==> src/design/bprq_pkg.sv <==
`default_nettype none
package bprq_pkg;

   // Queue geometry
   localparam int QUEUE_DEPTH = 8;
   localparam int PTR_W       = $clog2(QUEUE_DEPTH);
   localparam int FILL_W      = $clog2(QUEUE_DEPTH + 1);

   // Field widths
   localparam int FREQ_W   = 16;
   localparam int COUNT_W  = 8;
   localparam int LOUD_W   = 9;
   localparam int RLOUD_W  = 10;
   localparam int TICKS_W  = 8;
   localparam int LEVEL_W  = 4;
   localparam int CSR_IDX_W  = 2;
   localparam int CSR_DATA_W = 9;

   // Q8 loudness, 256 = 1.0
   localparam logic [LOUD_W-1:0] Q8_ONE = 9'd256;

   // Register reset values
   localparam logic [TICKS_W-1:0] RST_ON_TICKS     = 8'd8;
   localparam logic [TICKS_W-1:0] RST_OFF_TICKS    = 8'd8;
   localparam logic [LOUD_W-1:0]  RST_DEFAULT_LOUD = 9'd77;
   localparam logic [COUNT_W-1:0] RST_MAX_COUNT    = 8'd6;

   // Register indexes
   typedef enum logic [CSR_IDX_W-1:0] {
      CSR_ON_TICKS     = 2'd0,
      CSR_OFF_TICKS    = 2'd1,
      CSR_DEFAULT_LOUD = 2'd2,
      CSR_MAX_COUNT    = 2'd3
   } csr_index_type;

   typedef enum logic {
      OP_TICK    = 1'b0,
      OP_REQUEST = 1'b1
   } op_type;

   typedef struct packed {
      logic                 op;
      logic [FREQ_W-1:0]    req_frequency;
      logic [COUNT_W-1:0]   req_count;
      logic [RLOUD_W-1:0]   req_loudness;
   } req_payload_type;

   typedef struct packed {
      logic                 accepted;
      logic                 sequencing;
      logic                 tone_on;
      logic [FREQ_W-1:0]    tone_frequency;
      logic [LOUD_W-1:0]    tone_loudness;
      logic [LEVEL_W-1:0]   queue_level;
   } rsp_payload_type;

   typedef struct packed {
      logic [CSR_IDX_W-1:0]  index;
      logic [CSR_DATA_W-1:0] data;
   } csr_payload_type;

   // One queued request
   typedef struct packed {
      logic [FREQ_W-1:0]  freq;
      logic [COUNT_W-1:0] count;
      logic [LOUD_W-1:0]  loud;
   } entry_type;

   typedef enum logic [1:0] {
      ST_IDLE  = 2'd0,
      ST_FETCH = 2'd1,
      ST_HOLD  = 2'd2
   } state_type;

   // Controller to datapath
   typedef struct packed {
      logic exec;   // run the accepted transaction directly
      logic pop;    // start the next queued beep from the read data
   } cmd_type;

   // Datapath to controller
   typedef struct packed {
      logic pop_needed;
   } status_type;

endpackage
`default_nettype wire

==> src/design/bprq_channels.sv <==
`default_nettype none
interface bprq_req_if;
   logic                      valid;
   logic                      ready;
   bprq_pkg::req_payload_type payload;
   modport source (output valid, output payload, input ready);
   modport sink   (input valid, input payload, output ready);
endinterface

interface bprq_rsp_if;
   logic                      valid;
   logic                      ready;
   bprq_pkg::rsp_payload_type payload;
   modport source (output valid, output payload, input ready);
   modport sink   (input valid, input payload, output ready);
endinterface

interface bprq_csr_if;
   logic                      valid;
   logic                      ready;
   bprq_pkg::csr_payload_type payload;
   modport source (output valid, output payload, input ready);
   modport sink   (input valid, input payload, output ready);
endinterface
`default_nettype wire

==> src/design/bprq_ctrl.sv <==
`default_nettype none
module bprq_ctrl (
   input  wire logic                 clock,
   input  wire logic                 reset,
   input  wire logic                 req_valid,
   output logic                      req_ready,
   output logic                      rsp_valid,
   input  wire logic                 rsp_ready,
   input  wire bprq_pkg::status_type status,
   output bprq_pkg::cmd_type         cmd
);

   bprq_pkg::state_type state_ff, state_in;

   always_ff @(posedge clock) begin
      if (reset) begin
         state_ff <= bprq_pkg::ST_IDLE;
      end else begin
         state_ff <= state_in;
      end
   end

   always_comb begin
      state_in = state_ff;
      case (state_ff)
         bprq_pkg::ST_IDLE: begin
            if (req_valid) begin
               state_in = status.pop_needed ? bprq_pkg::ST_FETCH : bprq_pkg::ST_HOLD;
            end
         end
         bprq_pkg::ST_FETCH: begin
            state_in = bprq_pkg::ST_HOLD;
         end
         bprq_pkg::ST_HOLD: begin
            if (rsp_ready) begin
               state_in = bprq_pkg::ST_IDLE;
            end
         end
         default: begin
            state_in = bprq_pkg::ST_IDLE;
         end
      endcase
   end

   always_comb begin
      req_ready = 1'b0;
      rsp_valid = 1'b0;
      cmd       = '0;
      case (state_ff)
         bprq_pkg::ST_IDLE: begin
            req_ready = 1'b1;
            cmd.exec  = req_valid & ~status.pop_needed;
         end
         bprq_pkg::ST_FETCH: begin
            cmd.pop = 1'b1;
         end
         bprq_pkg::ST_HOLD: begin
            rsp_valid = 1'b1;
         end
         default: begin
            req_ready = 1'b0;
         end
      endcase
   end

endmodule
`default_nettype wire

==> src/design/bprq_datapath.sv <==
`default_nettype none
module bprq_datapath (
   input  wire logic                      clock,
   input  wire logic                      reset,
   input  wire bprq_pkg::req_payload_type req_payload,
   output bprq_pkg::rsp_payload_type      rsp_payload,
   input  wire logic                      csr_write,
   input  wire bprq_pkg::csr_payload_type csr_payload,
   input  wire bprq_pkg::cmd_type         cmd,
   output bprq_pkg::status_type           status
);

   // Configuration
   logic [bprq_pkg::TICKS_W-1:0] on_ticks_ff, off_ticks_ff;
   logic [bprq_pkg::LOUD_W-1:0]  default_loud_ff;
   logic [bprq_pkg::COUNT_W-1:0] max_count_ff;

   // Queue
   bprq_pkg::entry_type              store [bprq_pkg::QUEUE_DEPTH];
   bprq_pkg::entry_type              rd_data_ff;
   logic [bprq_pkg::PTR_W-1:0]       rd_ptr_ff, rd_ptr_in, wr_ptr_ff, wr_ptr_in;
   logic [bprq_pkg::FILL_W-1:0]      fill_ff, fill_in;

   // Sequencer
   logic [bprq_pkg::FREQ_W-1:0]  freq_ff, freq_in;
   logic [bprq_pkg::LOUD_W-1:0]  loud_ff, loud_in;
   logic [bprq_pkg::COUNT_W-1:0] beeps_ff, beeps_in;
   logic [bprq_pkg::TICKS_W-1:0] phase_ff, phase_in;
   logic                         phase_on_ff, phase_on_in;
   logic                         enable_ff, enable_in;

   // Result flags
   logic accepted_ff, accepted_in, sequencing_ff, sequencing_in;

   // Request shaping
   logic                            req_ok;
   logic                            wr_en;
   logic [bprq_pkg::COUNT_W-1:0]    max_eff, count_clamped, beeps_dec;
   logic [bprq_pkg::RLOUD_W-1:0]    loud_pick;
   bprq_pkg::entry_type             wr_entry;
   logic [bprq_pkg::TICKS_W-1:0]    phase_dec;
   logic [bprq_pkg::FILL_W+3:0]     fill_ext;

   assign status.pop_needed = (req_payload.op == bprq_pkg::OP_TICK) &&
                              (beeps_ff == '0) && (fill_ff != '0);

   always_ff @(posedge clock) begin
      if (reset) begin
         on_ticks_ff     <= bprq_pkg::RST_ON_TICKS;
         off_ticks_ff    <= bprq_pkg::RST_OFF_TICKS;
         default_loud_ff <= bprq_pkg::RST_DEFAULT_LOUD;
         max_count_ff    <= bprq_pkg::RST_MAX_COUNT;
      end else if (csr_write) begin
         case (csr_payload.index)
            bprq_pkg::CSR_ON_TICKS:     on_ticks_ff     <= csr_payload.data[bprq_pkg::TICKS_W-1:0];
            bprq_pkg::CSR_OFF_TICKS:    off_ticks_ff    <= csr_payload.data[bprq_pkg::TICKS_W-1:0];
            bprq_pkg::CSR_DEFAULT_LOUD: default_loud_ff <= csr_payload.data[bprq_pkg::LOUD_W-1:0];
            bprq_pkg::CSR_MAX_COUNT:    max_count_ff    <= csr_payload.data[bprq_pkg::COUNT_W-1:0];
            default:                    max_count_ff    <= max_count_ff;
         endcase
      end
   end

   always_comb begin
      req_ok = (req_payload.req_frequency != '0) && (req_payload.req_count != '0) &&
               (fill_ff < bprq_pkg::FILL_W'(bprq_pkg::QUEUE_DEPTH));
      max_eff = (max_count_ff == '0) ? bprq_pkg::COUNT_W'(1) : max_count_ff;
      count_clamped = (req_payload.req_count > max_eff) ? max_eff : req_payload.req_count;
      loud_pick = (req_payload.req_loudness == '0) ? {1'b0, default_loud_ff}
                                                   : req_payload.req_loudness;
      wr_entry.freq  = req_payload.req_frequency;
      wr_entry.count = count_clamped;
      wr_entry.loud  = (loud_pick > {1'b0, bprq_pkg::Q8_ONE}) ? bprq_pkg::Q8_ONE
                                                               : loud_pick[bprq_pkg::LOUD_W-1:0];
      wr_en = cmd.exec && (req_payload.op == bprq_pkg::OP_REQUEST) && req_ok;
   end

   // Queue memory: one write port, registered read at the read pointer
   always_ff @(posedge clock) begin
      if (wr_en) begin
         store[wr_ptr_ff] <= wr_entry;
      end
      rd_data_ff <= store[rd_ptr_ff];
   end

   always_comb begin
      rd_ptr_in     = rd_ptr_ff;
      wr_ptr_in     = wr_ptr_ff;
      fill_in       = fill_ff;
      freq_in       = freq_ff;
      loud_in       = loud_ff;
      beeps_in      = beeps_ff;
      phase_in      = phase_ff;
      phase_on_in   = phase_on_ff;
      enable_in     = enable_ff;
      accepted_in   = accepted_ff;
      sequencing_in = sequencing_ff;
      phase_dec     = (phase_ff != '0) ? phase_ff - 1'b1 : '0;
      beeps_dec     = beeps_ff - 1'b1;

      if (cmd.pop) begin
         // Start the first beep of the next queued request
         rd_ptr_in     = (rd_ptr_ff == bprq_pkg::PTR_W'(bprq_pkg::QUEUE_DEPTH - 1)) ? '0
                                                                  : rd_ptr_ff + 1'b1;
         fill_in       = fill_ff - 1'b1;
         freq_in       = rd_data_ff.freq;
         loud_in       = rd_data_ff.loud;
         beeps_in      = rd_data_ff.count;
         phase_on_in   = 1'b1;
         phase_in      = on_ticks_ff;
         enable_in     = 1'b1;
         accepted_in   = 1'b0;
         sequencing_in = 1'b1;
      end else if (cmd.exec) begin
         if (req_payload.op == bprq_pkg::OP_REQUEST) begin
            accepted_in   = req_ok;
            sequencing_in = 1'b0;
            if (req_ok) begin
               wr_ptr_in = (wr_ptr_ff == bprq_pkg::PTR_W'(bprq_pkg::QUEUE_DEPTH - 1)) ? '0
                                                                  : wr_ptr_ff + 1'b1;
               fill_in   = fill_ff + 1'b1;
            end
         end else begin
            accepted_in   = 1'b0;
            sequencing_in = (beeps_ff != '0);
            if (beeps_ff != '0) begin
               phase_in = phase_dec;
               if (phase_dec == '0) begin
                  if (phase_on_ff) begin
                     // End of the on phase: go silent
                     phase_on_in = 1'b0;
                     phase_in    = off_ticks_ff;
                     enable_in   = 1'b0;
                  end else begin
                     beeps_in = beeps_dec;
                     if (beeps_dec == '0) begin
                        enable_in = 1'b0;
                     end else begin
                        phase_on_in = 1'b1;
                        phase_in    = on_ticks_ff;
                        enable_in   = 1'b1;
                     end
                  end
               end
            end
         end
      end
   end

   always_ff @(posedge clock) begin
      if (reset) begin
         rd_ptr_ff     <= '0;
         wr_ptr_ff     <= '0;
         fill_ff       <= '0;
         freq_ff       <= '0;
         loud_ff       <= bprq_pkg::RST_DEFAULT_LOUD;
         beeps_ff      <= '0;
         phase_ff      <= '0;
         phase_on_ff   <= 1'b0;
         enable_ff     <= 1'b0;
         accepted_ff   <= 1'b0;
         sequencing_ff <= 1'b0;
      end else begin
         rd_ptr_ff     <= rd_ptr_in;
         wr_ptr_ff     <= wr_ptr_in;
         fill_ff       <= fill_in;
         freq_ff       <= freq_in;
         loud_ff       <= loud_in;
         beeps_ff      <= beeps_in;
         phase_ff      <= phase_in;
         phase_on_ff   <= phase_on_in;
         enable_ff     <= enable_in;
         accepted_ff   <= accepted_in;
         sequencing_ff <= sequencing_in;
      end
   end

   assign fill_ext = {4'b0000, fill_ff};

   always_comb begin
      rsp_payload.accepted       = accepted_ff;
      rsp_payload.sequencing     = sequencing_ff;
      rsp_payload.tone_on        = enable_ff;
      rsp_payload.tone_frequency = freq_ff;
      rsp_payload.tone_loudness  = loud_ff;
      rsp_payload.queue_level    = fill_ext[bprq_pkg::LEVEL_W-1:0];
   end

endmodule
`default_nettype wire

==> src/design/beep_request_queue_sequencer.sv <==
`default_nettype none
// Beep request queue and on/off tone sequencer. Each transaction on req_if is
// either a tick (op 0) or a beep request (op 1); every one produces exactly one
// transaction on rsp_if reporting whether a request was queued, whether the tick
// was handled by the sequencer, and the tone state and queue level afterwards.
// One transaction is in flight at a time. A request or a plain tick updates the
// result registers at the edge that accepts it, so rsp_valid rises right after
// that edge. A tick that starts the next queued beep first passes through a
// fetch state that takes the entry from the registered read port of the queue
// memory, and its result registers update at the end of that state. req_ready
// rises right after the edge that takes the result, and rsp_valid stays high
// while rsp_ready is low. Registers on csr_if (on_ticks, off_ticks,
// default_loudness, max_count) are always ready and must be written only
// while no transaction is outstanding.
module beep_request_queue_sequencer (
   input  wire logic    clock,
   input  wire logic    reset,
   bprq_req_if.sink     req_if,
   bprq_rsp_if.source   rsp_if,
   bprq_csr_if.sink     csr_if
);

   bprq_pkg::cmd_type    cmd;
   bprq_pkg::status_type status;

   // Configuration writes are taken every cycle
   assign csr_if.ready = 1'b1;

   // Controller: handshakes and sequencing of the memory read
   bprq_ctrl u_ctrl (
      .clock     (clock),
      .reset     (reset),
      .req_valid (req_if.valid),
      .req_ready (req_if.ready),
      .rsp_valid (rsp_if.valid),
      .rsp_ready (rsp_if.ready),
      .status    (status),
      .cmd       (cmd)
   );

   // Datapath: queue memory, sequencer counters, config registers
   bprq_datapath u_datapath (
      .clock       (clock),
      .reset       (reset),
      .req_payload (req_if.payload),
      .rsp_payload (rsp_if.payload),
      .csr_write   (csr_if.valid & csr_if.ready),
      .csr_payload (csr_if.payload),
      .cmd         (cmd),
      .status      (status)
   );

endmodule
`default_nettype wire
==> src/flat_wrapper.sv <==
// flat-port wrapper written by rule: the top's interface ports become plain ports
module beep_request_queue_sequencer_flat 
  (clock, reset, req_if_valid, req_if_payload, req_if_ready, rsp_if_valid, rsp_if_payload, rsp_if_ready, csr_if_valid, csr_if_payload, csr_if_ready);
  bprq_req_if req_if_i ();
  bprq_rsp_if rsp_if_i ();
  bprq_csr_if csr_if_i ();
  input  wire logic clock;
  input  wire logic reset;
  input wire logic [$bits(req_if_i.valid)-1:0] req_if_valid;
  input wire logic [$bits(req_if_i.payload)-1:0] req_if_payload;
  output wire logic [$bits(req_if_i.ready)-1:0] req_if_ready;
  output wire logic [$bits(rsp_if_i.valid)-1:0] rsp_if_valid;
  output wire logic [$bits(rsp_if_i.payload)-1:0] rsp_if_payload;
  input wire logic [$bits(rsp_if_i.ready)-1:0] rsp_if_ready;
  input wire logic [$bits(csr_if_i.valid)-1:0] csr_if_valid;
  input wire logic [$bits(csr_if_i.payload)-1:0] csr_if_payload;
  output wire logic [$bits(csr_if_i.ready)-1:0] csr_if_ready;
  assign req_if_i.valid = req_if_valid;
  assign req_if_i.payload = req_if_payload;
  assign req_if_ready = req_if_i.ready;
  assign rsp_if_valid = rsp_if_i.valid;
  assign rsp_if_payload = rsp_if_i.payload;
  assign rsp_if_i.ready = rsp_if_ready;
  assign csr_if_i.valid = csr_if_valid;
  assign csr_if_i.payload = csr_if_payload;
  assign csr_if_ready = csr_if_i.ready;
  beep_request_queue_sequencer u_core (.clock(clock), .reset(reset), .req_if(req_if_i), .rsp_if(rsp_if_i), .csr_if(csr_if_i));
endmodule
==> config.mk <==
export PLATFORM = sky130hd
export DESIGN_NAME = beep_request_queue_sequencer_flat
export DESIGN_NICKNAME = d
export VERILOG_FILES = /design/src/design/bprq_pkg.sv /design/src/design/bprq_channels.sv /design/src/design/bprq_ctrl.sv /design/src/design/bprq_datapath.sv /design/src/design/beep_request_queue_sequencer.sv /design/src/flat_wrapper.sv
export SDC_FILE = /design/constraint.sdc
export NUM_CORES = 1
export LEC_CHECK = 0
export ABC_AREA = 1
export BUFFER_PORTS_ARGS = -buffer_cell sky130_fd_sc_hd__buf_2
export CAP_MARGIN = 25
export CORE_MARGIN = 2
export CORE_UTILIZATION = 60
export DETAILED_ROUTE_END_ITERATION = 7
export GPL_TIMING_DRIVEN = 0
export PLACE_DENSITY = 0.9
export SYNTH_ARGS = -nofsm -noshare
export SYNTH_HDL_FRONTEND = slang
export SYNTH_SLANG_ARGS = --single-unit
==> constraint.sdc <==
create_clock -name clock -period 6.8 [get_ports clock]
set_input_delay 0.68 -clock clock [delete_from_list [all_inputs] [get_ports clock]]
set_output_delay 0.68 -clock clock [all_outputs]
set_load 0.01 [all_outputs]
==> impl_metrics.toml, run 1 <==
[cts]
worstSkewPairLatency_ns = 0.55
cts-root-to-sink-buffers = 3
cts_tree = "done"
clock_tree.htree_level_count = 2
cts.root.buffer_cell = "sky130_fd_sc_hd__clkbuf_16"
clkSinkCount = 386
clkSlewWorstSetupHoldPaths_ns = 0.06
post_cts_hold_buffer_count = 0
cts_repair_resize_count = 0
cts_buffers = 37
post_cts_setup_buffer_count = 0

[hold_path]
timing.hold.worst.start = "req_if_payload[34]"
hold_crit_depth = 2
hold_path_class = "primary input to register"
whs_endpoint = "u_core.u_ctrl.state_ff[0]"

[routing]
via_per_inst = 6.402
drt_drc_violations_left = 0
drt_iter0_markers = 2297
detail-route-antenna-nets = 0
routed-via-count = 12830
wire_per_inst_um = 22.15
detail_route.first_pass.iterations = 6
drt_wl_total_um = 44390

[synthesis]
synth.distinct_cells = 46
synthesis.area_um2 = 15620
yosysSeqAreaShare_pct = 66.39
synth_most_common_cell = "sky130_fd_sc_hd__nor2_1"
postSynth.asyncResetShare_pct = 0
dominantRegCellSynth = "sky130_fd_sc_hd__edfxtp_1"
synth_edf_count = 264
synth_cells = 1498
netlist_top_cells_count = "sky130_fd_sc_hd__nor2_1 (379), sky130_fd_sc_hd__edfxtp_1 (264), sky130_fd_sc_hd__o21ai_0 (207)"
yosys.area.top_type = "sky130_fd_sc_hd__edfxtp_1"
avg_inst_size_synth_um2 = 10.43
yosysWarningCount = 0
synth_area_leaders = "sky130_fd_sc_hd__edfxtp_1 (51%), sky130_fd_sc_hd__dfxtp_1 (16%), sky130_fd_sc_hd__nor2_1 (9.1%)"
synth.net_count = 1568
yosys_register_bits = 386
synth_top_area_share_pct = 50.75

[sta]
fmax_mhz = 284.1
final_critical_period_ns = 3.520
final_hold_viol_count = 0
timing_max_transition_violations_final = 0
fin_tns_setup_ns = 0
final_critical_path_setup_slack_ns = 3.280
timing.final.crit_share_pct = 51.76
final_skew_ns = 0.01798
rsz0062_at_grt = "no"
worst_slew_margin_rel_pct = 20.88
tightest_slew_ns = 1.174
setup_violations = 0

[place]
place.detailed.hpwl_um = 28100
detailedPlace.worstSlack_ns = 3.231
post_dp_area_um2 = 16750
place_congestion = 0.9060
io_buffer_count = 83

[layout]
area_delta_synth_final_pct = 14.65
design.final.nets = 1709
drive_gt1_share_pct = 13.19
stdcell_area_um2 = 17910

[worst_setup_path]
critPathArrivalTime_ns = 3.76
crit_path_start_kind = "register"
critPathMaxFanout = 11
register_to_register_setup_slack_ns = 3.28
r2r-end = "u_core.u_datapath.store[5][3]"
worstReg2RegStart = "u_core.u_datapath.beeps_ff[0]"
cp-end-kind = "register"
ff2ff_path_depth = 13
crit_type = "register to register"
required_time_of_the_critical_path_ns = 7.05

[power_and_ir_drop]
share_of_power_burned_in_the_clock_network_pct = 28.9
net-switching-power_uw = 2377
gate_power_share_pct = 28.9
power_density_nw_per_um2 = 383.7
design_power_total_uw = 6872
peakVddDrop_uv = 242.3
power.static_leakage_uw = 0.006803
pwr-share-seq_pct = 42.2
p_int_uw = 4494
power.switching_fraction_pct = 34.60

[grt]
global_route.peak_usage_layer = "met2"
grt_first_pass_wirelength_um = 65670
track_usage_pct = 31.82
groute.layer.met3.usage_pct = 7.617
pin_count_of_the_biggest_net_entering_global_routing = 24
grt_antenna_before_repair = 2
grtUsageMet2_pct = 52.54
global_route.usage.met1_pct = 37.89
grt-ovfl-total = 0
grt_pass1_vias = 12400

[status]
run_status = "completed"

[floorplan]
initial_core_util_pct = 60.46
design.portCount = 86
placement_rows = 59
dieHeight_um = 165.4
fp.coreArea_um2 = 25840
dieWidth_um = 165.4
fp.dieArea_um2 = 27340

[job]
cap_viol_max_count = 0
[sequential cells by signal, indices dropped and copies added (netlist names), 3 cells and up]
register,flops
u_core.u_datapath.on_ticks_ff,8
u_core.u_datapath.wr_ptr_ff,3
u_core.u_datapath.freq_ff,16
u_core.u_datapath.max_count_ff,8
u_core.u_datapath.default_loud_ff,9
u_core.u_datapath.off_ticks_ff,8
u_core.u_datapath.rd_ptr_ff,3
u_core.u_datapath.store,264
u_core.u_datapath.rd_data_ff,33
u_core.u_datapath.fill_ff,4
u_core.u_datapath.beeps_ff,8
u_core.u_datapath.loud_ff,9
u_core.u_datapath.phase_ff,8
[per-stage QoR]
step / hold WS [ns] / cells / util [%]
6_report: 0.3793 / 2004 / 69.31
5_1_grt: 0.4018 / 2004 / 69.31
3_5_place_dp: 0.4301 / 1933 / 64.84
2_1_floorplan: 0.4192 / 1498 / -
3_3_place_gp: 0.4271 / 1916 / 63.69
4_1_cts: 0.3806 / 2001 / 69.25
[logic make-up (layout without fill, tap and decap cells)]
kind of cell,Yosys count,after routing,share of synthesized area (%)
AND/OR/NAND/NOR,602,602,16.45
flip-flops,386,386,66.39
AO/OA/AOI/OAI,334,334,11.47
buffers and inverters,151,321,3.813
adder cells (fa/ha/maj),19,19,1.570
XOR/XNOR,5,5,0.2803
other,1,2,0.02401
[final cells by class]
type	count	area, um^2
fill	1648	7929
timing repair buffer	102	676.9
clock buffer	56	1031
sequential	386	10370
buffer	79	320.3
clock inverter	12	108.9
multi-input combinational	961	4705
antenna	1	2.502
inverter	72	275.3
tap	335	419.2
[worst max-delay path, cell delays in order (launching register included)]
cell	delay (ns)
sky130_fd_sc_hd__dfxtp_1	0.39
sky130_fd_sc_hd__inv_1	0.12
sky130_fd_sc_hd__ha_1	0.30
sky130_fd_sc_hd__nand4_2	0.16
sky130_fd_sc_hd__nor2_2	0.07
sky130_fd_sc_hd__nand3b_1	0.10
sky130_fd_sc_hd__nand2_2	0.08
sky130_fd_sc_hd__inv_1	0.07
sky130_fd_sc_hd__nand3_2	0.21
sky130_fd_sc_hd__inv_1	0.19
sky130_fd_sc_hd__nand2_1	0.22
sky130_fd_sc_hd__nor3_2	0.88
sky130_fd_sc_hd__buf_6	0.29
sky130_fd_sc_hd__buf_6	0.15
[worst max-delay path by stage]
stage	to	slack, ns	startpoint
final	u_core.u_datapath.store[5][3]	3.28	u_core.u_datapath.beeps_ff[0]
after global routing	u_core.u_datapath.store[5][3]	3.17	u_core.u_datapath.beeps_ff[0]
after CTS	u_core.u_datapath.store[5][3]	3.38	u_core.u_datapath.beeps_ff[0]
after detailed placement	u_core.u_datapath.store[5][2]	3.23	req_if_payload[19]
after global placement	u_core.u_datapath.store[0][27]	0.43	req_if_payload[21]
after floorplan	u_core.u_datapath.store[4][0]	2.54	u_core.u_datapath.beeps_ff[0]
[layout by cell type, fill, tap and decap left out, drive strengths merged, types with 2 or more instances in the layout]
cell type,count
nor2,401
edfxtp,264
o21ai,216
nand2,130
dfxtp,122
clkbuf,120
buf,117
inv,73
nand3,41
a31oi,40
a21oi,37
o22ai,33
ha,18
nand4,10
nor3,10
clkinv,9
nor4,5
xnor2,4
nand3b,3
o221ai,2
o211ai,2
[power groups by stage]
stage               clock network [uW]  logic, uW  registers, uW
finish                            1990       1990           2900
global route                      2060       2180           2910
CTS                               1960       1940           2890
detailed placement                   0       1910           2930
global placement                     0       1790           2930
floorplan                            0       1400           2910
[metal layers]
metal / routed length [um] / vias to the layer above
met5: 13 / -
met1: 14540 / 5921
li1: - / 5475
met2: 21160 / 1144
met3: 5796 / 288
met4: 2873 / 2
Power figures use the tool's default switching activity.
==> inputs of run 2 (changes only) <==
- ABC_AREA: 1 -> 0
- clock period: 6.8 -> 3.3 ns (I/O delays scaled with it)
==> impl_metrics.toml, run 2 <==
[synthesis]
synth_most_common_cell = "sky130_fd_sc_hd__edfxtp_1"
synth_xor_area_share_pct = 0.7360
yosysSeqAreaShare_pct = 67.03
synth_top_area_share_pct = 51.25
netlist_top_cells_count = "sky130_fd_sc_hd__edfxtp_1 (264), sky130_fd_sc_hd__dfxtp_1 (122), sky130_fd_sc_hd__nand2_1 (108)"
synth.distinct_cells = 66
synth_area_in_adders_pct = 1.585
avg_inst_size_synth_um2 = 15.12
synth_cells = 1023
postSynth.asyncResetShare_pct = 0
synth.mux.area_fraction_pct = 14.89
synth_top_family_by_area = "multiplexers"
synth_area_leaders = "sky130_fd_sc_hd__edfxtp_1 (51%), sky130_fd_sc_hd__dfxtp_1 (16%), sky130_fd_sc_hd__mux4_2 (9.6%)"
post_synth_simple_gate_area_pct = 8.727
yosys_register_bits = 386
yosysWarningCount = 0
yosys.area.top_type = "sky130_fd_sc_hd__edfxtp_1"
dominantRegCellSynth = "sky130_fd_sc_hd__edfxtp_1"
synth.net_count = 1093
synth_edf_count = 264
synthesis.area_um2 = 15470
synth_area_in_compound_gates_pct = 4.966

[floorplan]
dieHeight_um = 164.6
design.portCount = 86
placement_rows = 58
dieWidth_um = 164.6
fp.coreArea_um2 = 25250
initial_core_util_pct = 61.26
fp.dieArea_um2 = 27080

[sta]
rsz0062_at_grt = "no"
timing_max_transition_violations_final = 0
tightest_slew_ns = 0.9288
timing.final.crit_share_pct = 91.23
fmax_mhz = 332.2
final_hold_viol_count = 0
setup_violations = 0
final_critical_period_ns = 3.011
worst_slew_margin_rel_pct = 37.74
final_skew_ns = 0.01520
final_critical_path_setup_slack_ns = 0.2893
fin_tns_setup_ns = 0

[worst_setup_path]
crit_type = "register to register"
timing.critical_path.max_delay_family = "simple AND/OR/NAND/NOR gates"
crit_path_max_incr_delay_ns = 0.64
critPathMaxFanout = 9
ff2ff_path_depth = 7
critPathArrivalTime_ns = 3.26
worstPathCellList = "nand2b_1 -> a21oi_1 -> nand4_1 -> nor3b_2 -> buf_6 -> buf_6 -> buf_6"
crit_path_frequent_cell = "sky130_fd_sc_hd__buf_6"
required_time_of_the_critical_path_ns = 3.55
register_to_register_setup_slack_ns = 0.29
crit_path_start_kind = "register"
cp-endpoint = "u_core.u_datapath.store[6][15]"
critical_path.slowest_cell = "sky130_fd_sc_hd__nor3b_2"
timing.critical_path.buf_inv = 3
source_of_the_critical_timing_path = "u_core.u_datapath.fill_ff[3]"
path_depth = 7
worstReg2RegStart = "u_core.u_datapath.fill_ff[3]"
r2r-end = "u_core.u_datapath.store[6][15]"
cp-end-kind = "register"

[layout]
layout_commonest_cell = "sky130_fd_sc_hd__edfxtp_1"
drive_gt1_share_pct = 26.60
area_delta_synth_final_pct = 16.52
stdcell_count = 1537
stdcell_area_um2 = 18020
largest_register_ff_count = 264
registers.top_by_ff_count = "u_core.u_datapath.store"
final_cell_mix = "sky130_fd_sc_hd__edfxtp_1 (264), sky130_fd_sc_hd__dfxtp_1 (122), sky130_fd_sc_hd__nand2_1 (108)"
biggestRegsByFlops = "u_core.u_datapath.store: 264 flops, u_core.u_datapath.rd_data_ff: 33 flops, u_core.u_datapath.freq_ff: 16 flops"
design.final.nets = 1243

[routing]
wire_per_inst_um = 26.45
routed-via-count = 10090
via_per_inst = 6.565
drt_wl_total_um = 40660
detail_route.first_pass.iterations = 6
drt_iter0_markers = 1326
detail-route-antenna-nets = 0
drt_drc_violations_left = 0

[cts]
cts_buffers = 38
post_cts_hold_buffer_count = 0
cts-root-to-sink-buffers = 3
clkSlewWorstSetupHoldPaths_ns = 0.07
post_cts_setup_buffer_count = 0
cts.root.buffer_cell = "sky130_fd_sc_hd__clkbuf_16"
worstSkewPairLatency_ns = 0.54
clkSinkCount = 386
cts_tree = "done"
clock_tree.htree_level_count = 2
cts_repair_resize_count = 0

[power_and_ir_drop]
power_density_nw_per_um2 = 649.6
power.static_leakage_uw = 0.006241
peakVddDrop_uv = 929.9
design_power_total_uw = 11710

[place]
post_dp_area_um2 = 16670
detailedPlace.worstSlack_ns = 0.01304
place.detailed.hpwl_um = 26230
io_buffer_count = 84
place_congestion = 0.8964
cell_count_after_placement = 1461

[grt]
grt_antenna_before_repair = 3
grt_pass1_vias = 10160
grt_first_pass_wirelength_um = 60510
pin_count_of_the_biggest_net_entering_global_routing = 25
track_usage_pct = 30.56
grt-ovfl-total = 0

[status]
run_status = "completed"

[hold_path]
hold_path_class = "primary input to register"
hold_crit_depth = 3

[job]
cap_viol_max_count = 0
run 2: cell types whose count changed after synthesis, sizes merged, moves of 32 or more:
cell / change
mux2i: +32
o21ai: -197
nor2: -346
mux4: +66
o22ai: -33
a31oi: -38
mux2: +43
inv: -49
run 2: cell families after synthesis:
logic type      after synthesis
other cells                   1
fa+ha+maj                    19
buf+inv                      77
mux                         141
flops                       386
xor+xnor                     13
compound gates              118
simple gates                268
run 2: power by group:
| group | switching [uW] | internal, uW |
|---|---|---|
| Sequential | 141 | 5370 |
| Combinational | 1010 | 711 |
| Clock | 1890 | 2590 |
| Total | 3040 | 8670 |
run 2: stage by stage:
stage | hold slack, ns | util [%]
2_1_floorplan | 0.4170 | -
3_3_place_gp | 0.4208 | 64.63
3_5_place_dp | 0.4295 | 66.02
4_1_cts | 0.06307 | 71.17
5_1_grt | 0.05477 | 71.33
6_report | 0.05848 | 71.37
run 2: per-layer routing:
layer / vias to the layer above / wire, um / global-route usage (%)
li1: 4200 / - / -
met1: 5020 / 14750 / 39.81
met2: 730 / 19890 / 50.40
met3: 140 / 4274 / 6.027
met4: 0 / 1745 / 13.60
met5: - / 0 / 0
run 2: worst min-delay path by stage:
stage / endpoint / start / slack, ns
6_report: u_core.u_datapath.default_loud_ff[8] / csr_if_payload[8] / 0.06
4_1_cts: u_core.u_datapath.default_loud_ff[8] / csr_if_payload[8] / 0.06
3_3_place_gp: u_core.u_datapath.loud_ff[1] / u_core.u_datapath.rd_data_ff[1] / 0.42
2_1_floorplan: u_core.u_datapath.loud_ff[0] / u_core.u_datapath.rd_data_ff[0] / 0.42
3_5_place_dp: u_core.u_datapath.freq_ff[9] / u_core.u_datapath.rd_data_ff[26] / 0.43
5_1_grt: u_core.u_datapath.default_loud_ff[8] / csr_if_payload[8] / 0.05
run 2: area by class of cell:
cell class                 instances  area (um^2)
clock buffer                      49         1042
fill                            1457         7229
sequential                       386        10370
buffer                            56        237.7
multi-input combinational        560         4868
antenna                            4        10.01
tap                              330        412.9
timing repair buffer             110        748.2
clock inverter                    21        256.5
inverter                          21        78.83
run 2: worst reg2reg max path: stages (launching register included):
cell	delay (ns)
sky130_fd_sc_hd__dfxtp_1	0.34
sky130_fd_sc_hd__nand2b_1	0.23
sky130_fd_sc_hd__a21oi_1	0.52
sky130_fd_sc_hd__nand4_1	0.41
sky130_fd_sc_hd__nor3b_2	0.64
sky130_fd_sc_hd__buf_6	0.26
sky130_fd_sc_hd__buf_6	0.18
sky130_fd_sc_hd__buf_6	0.16
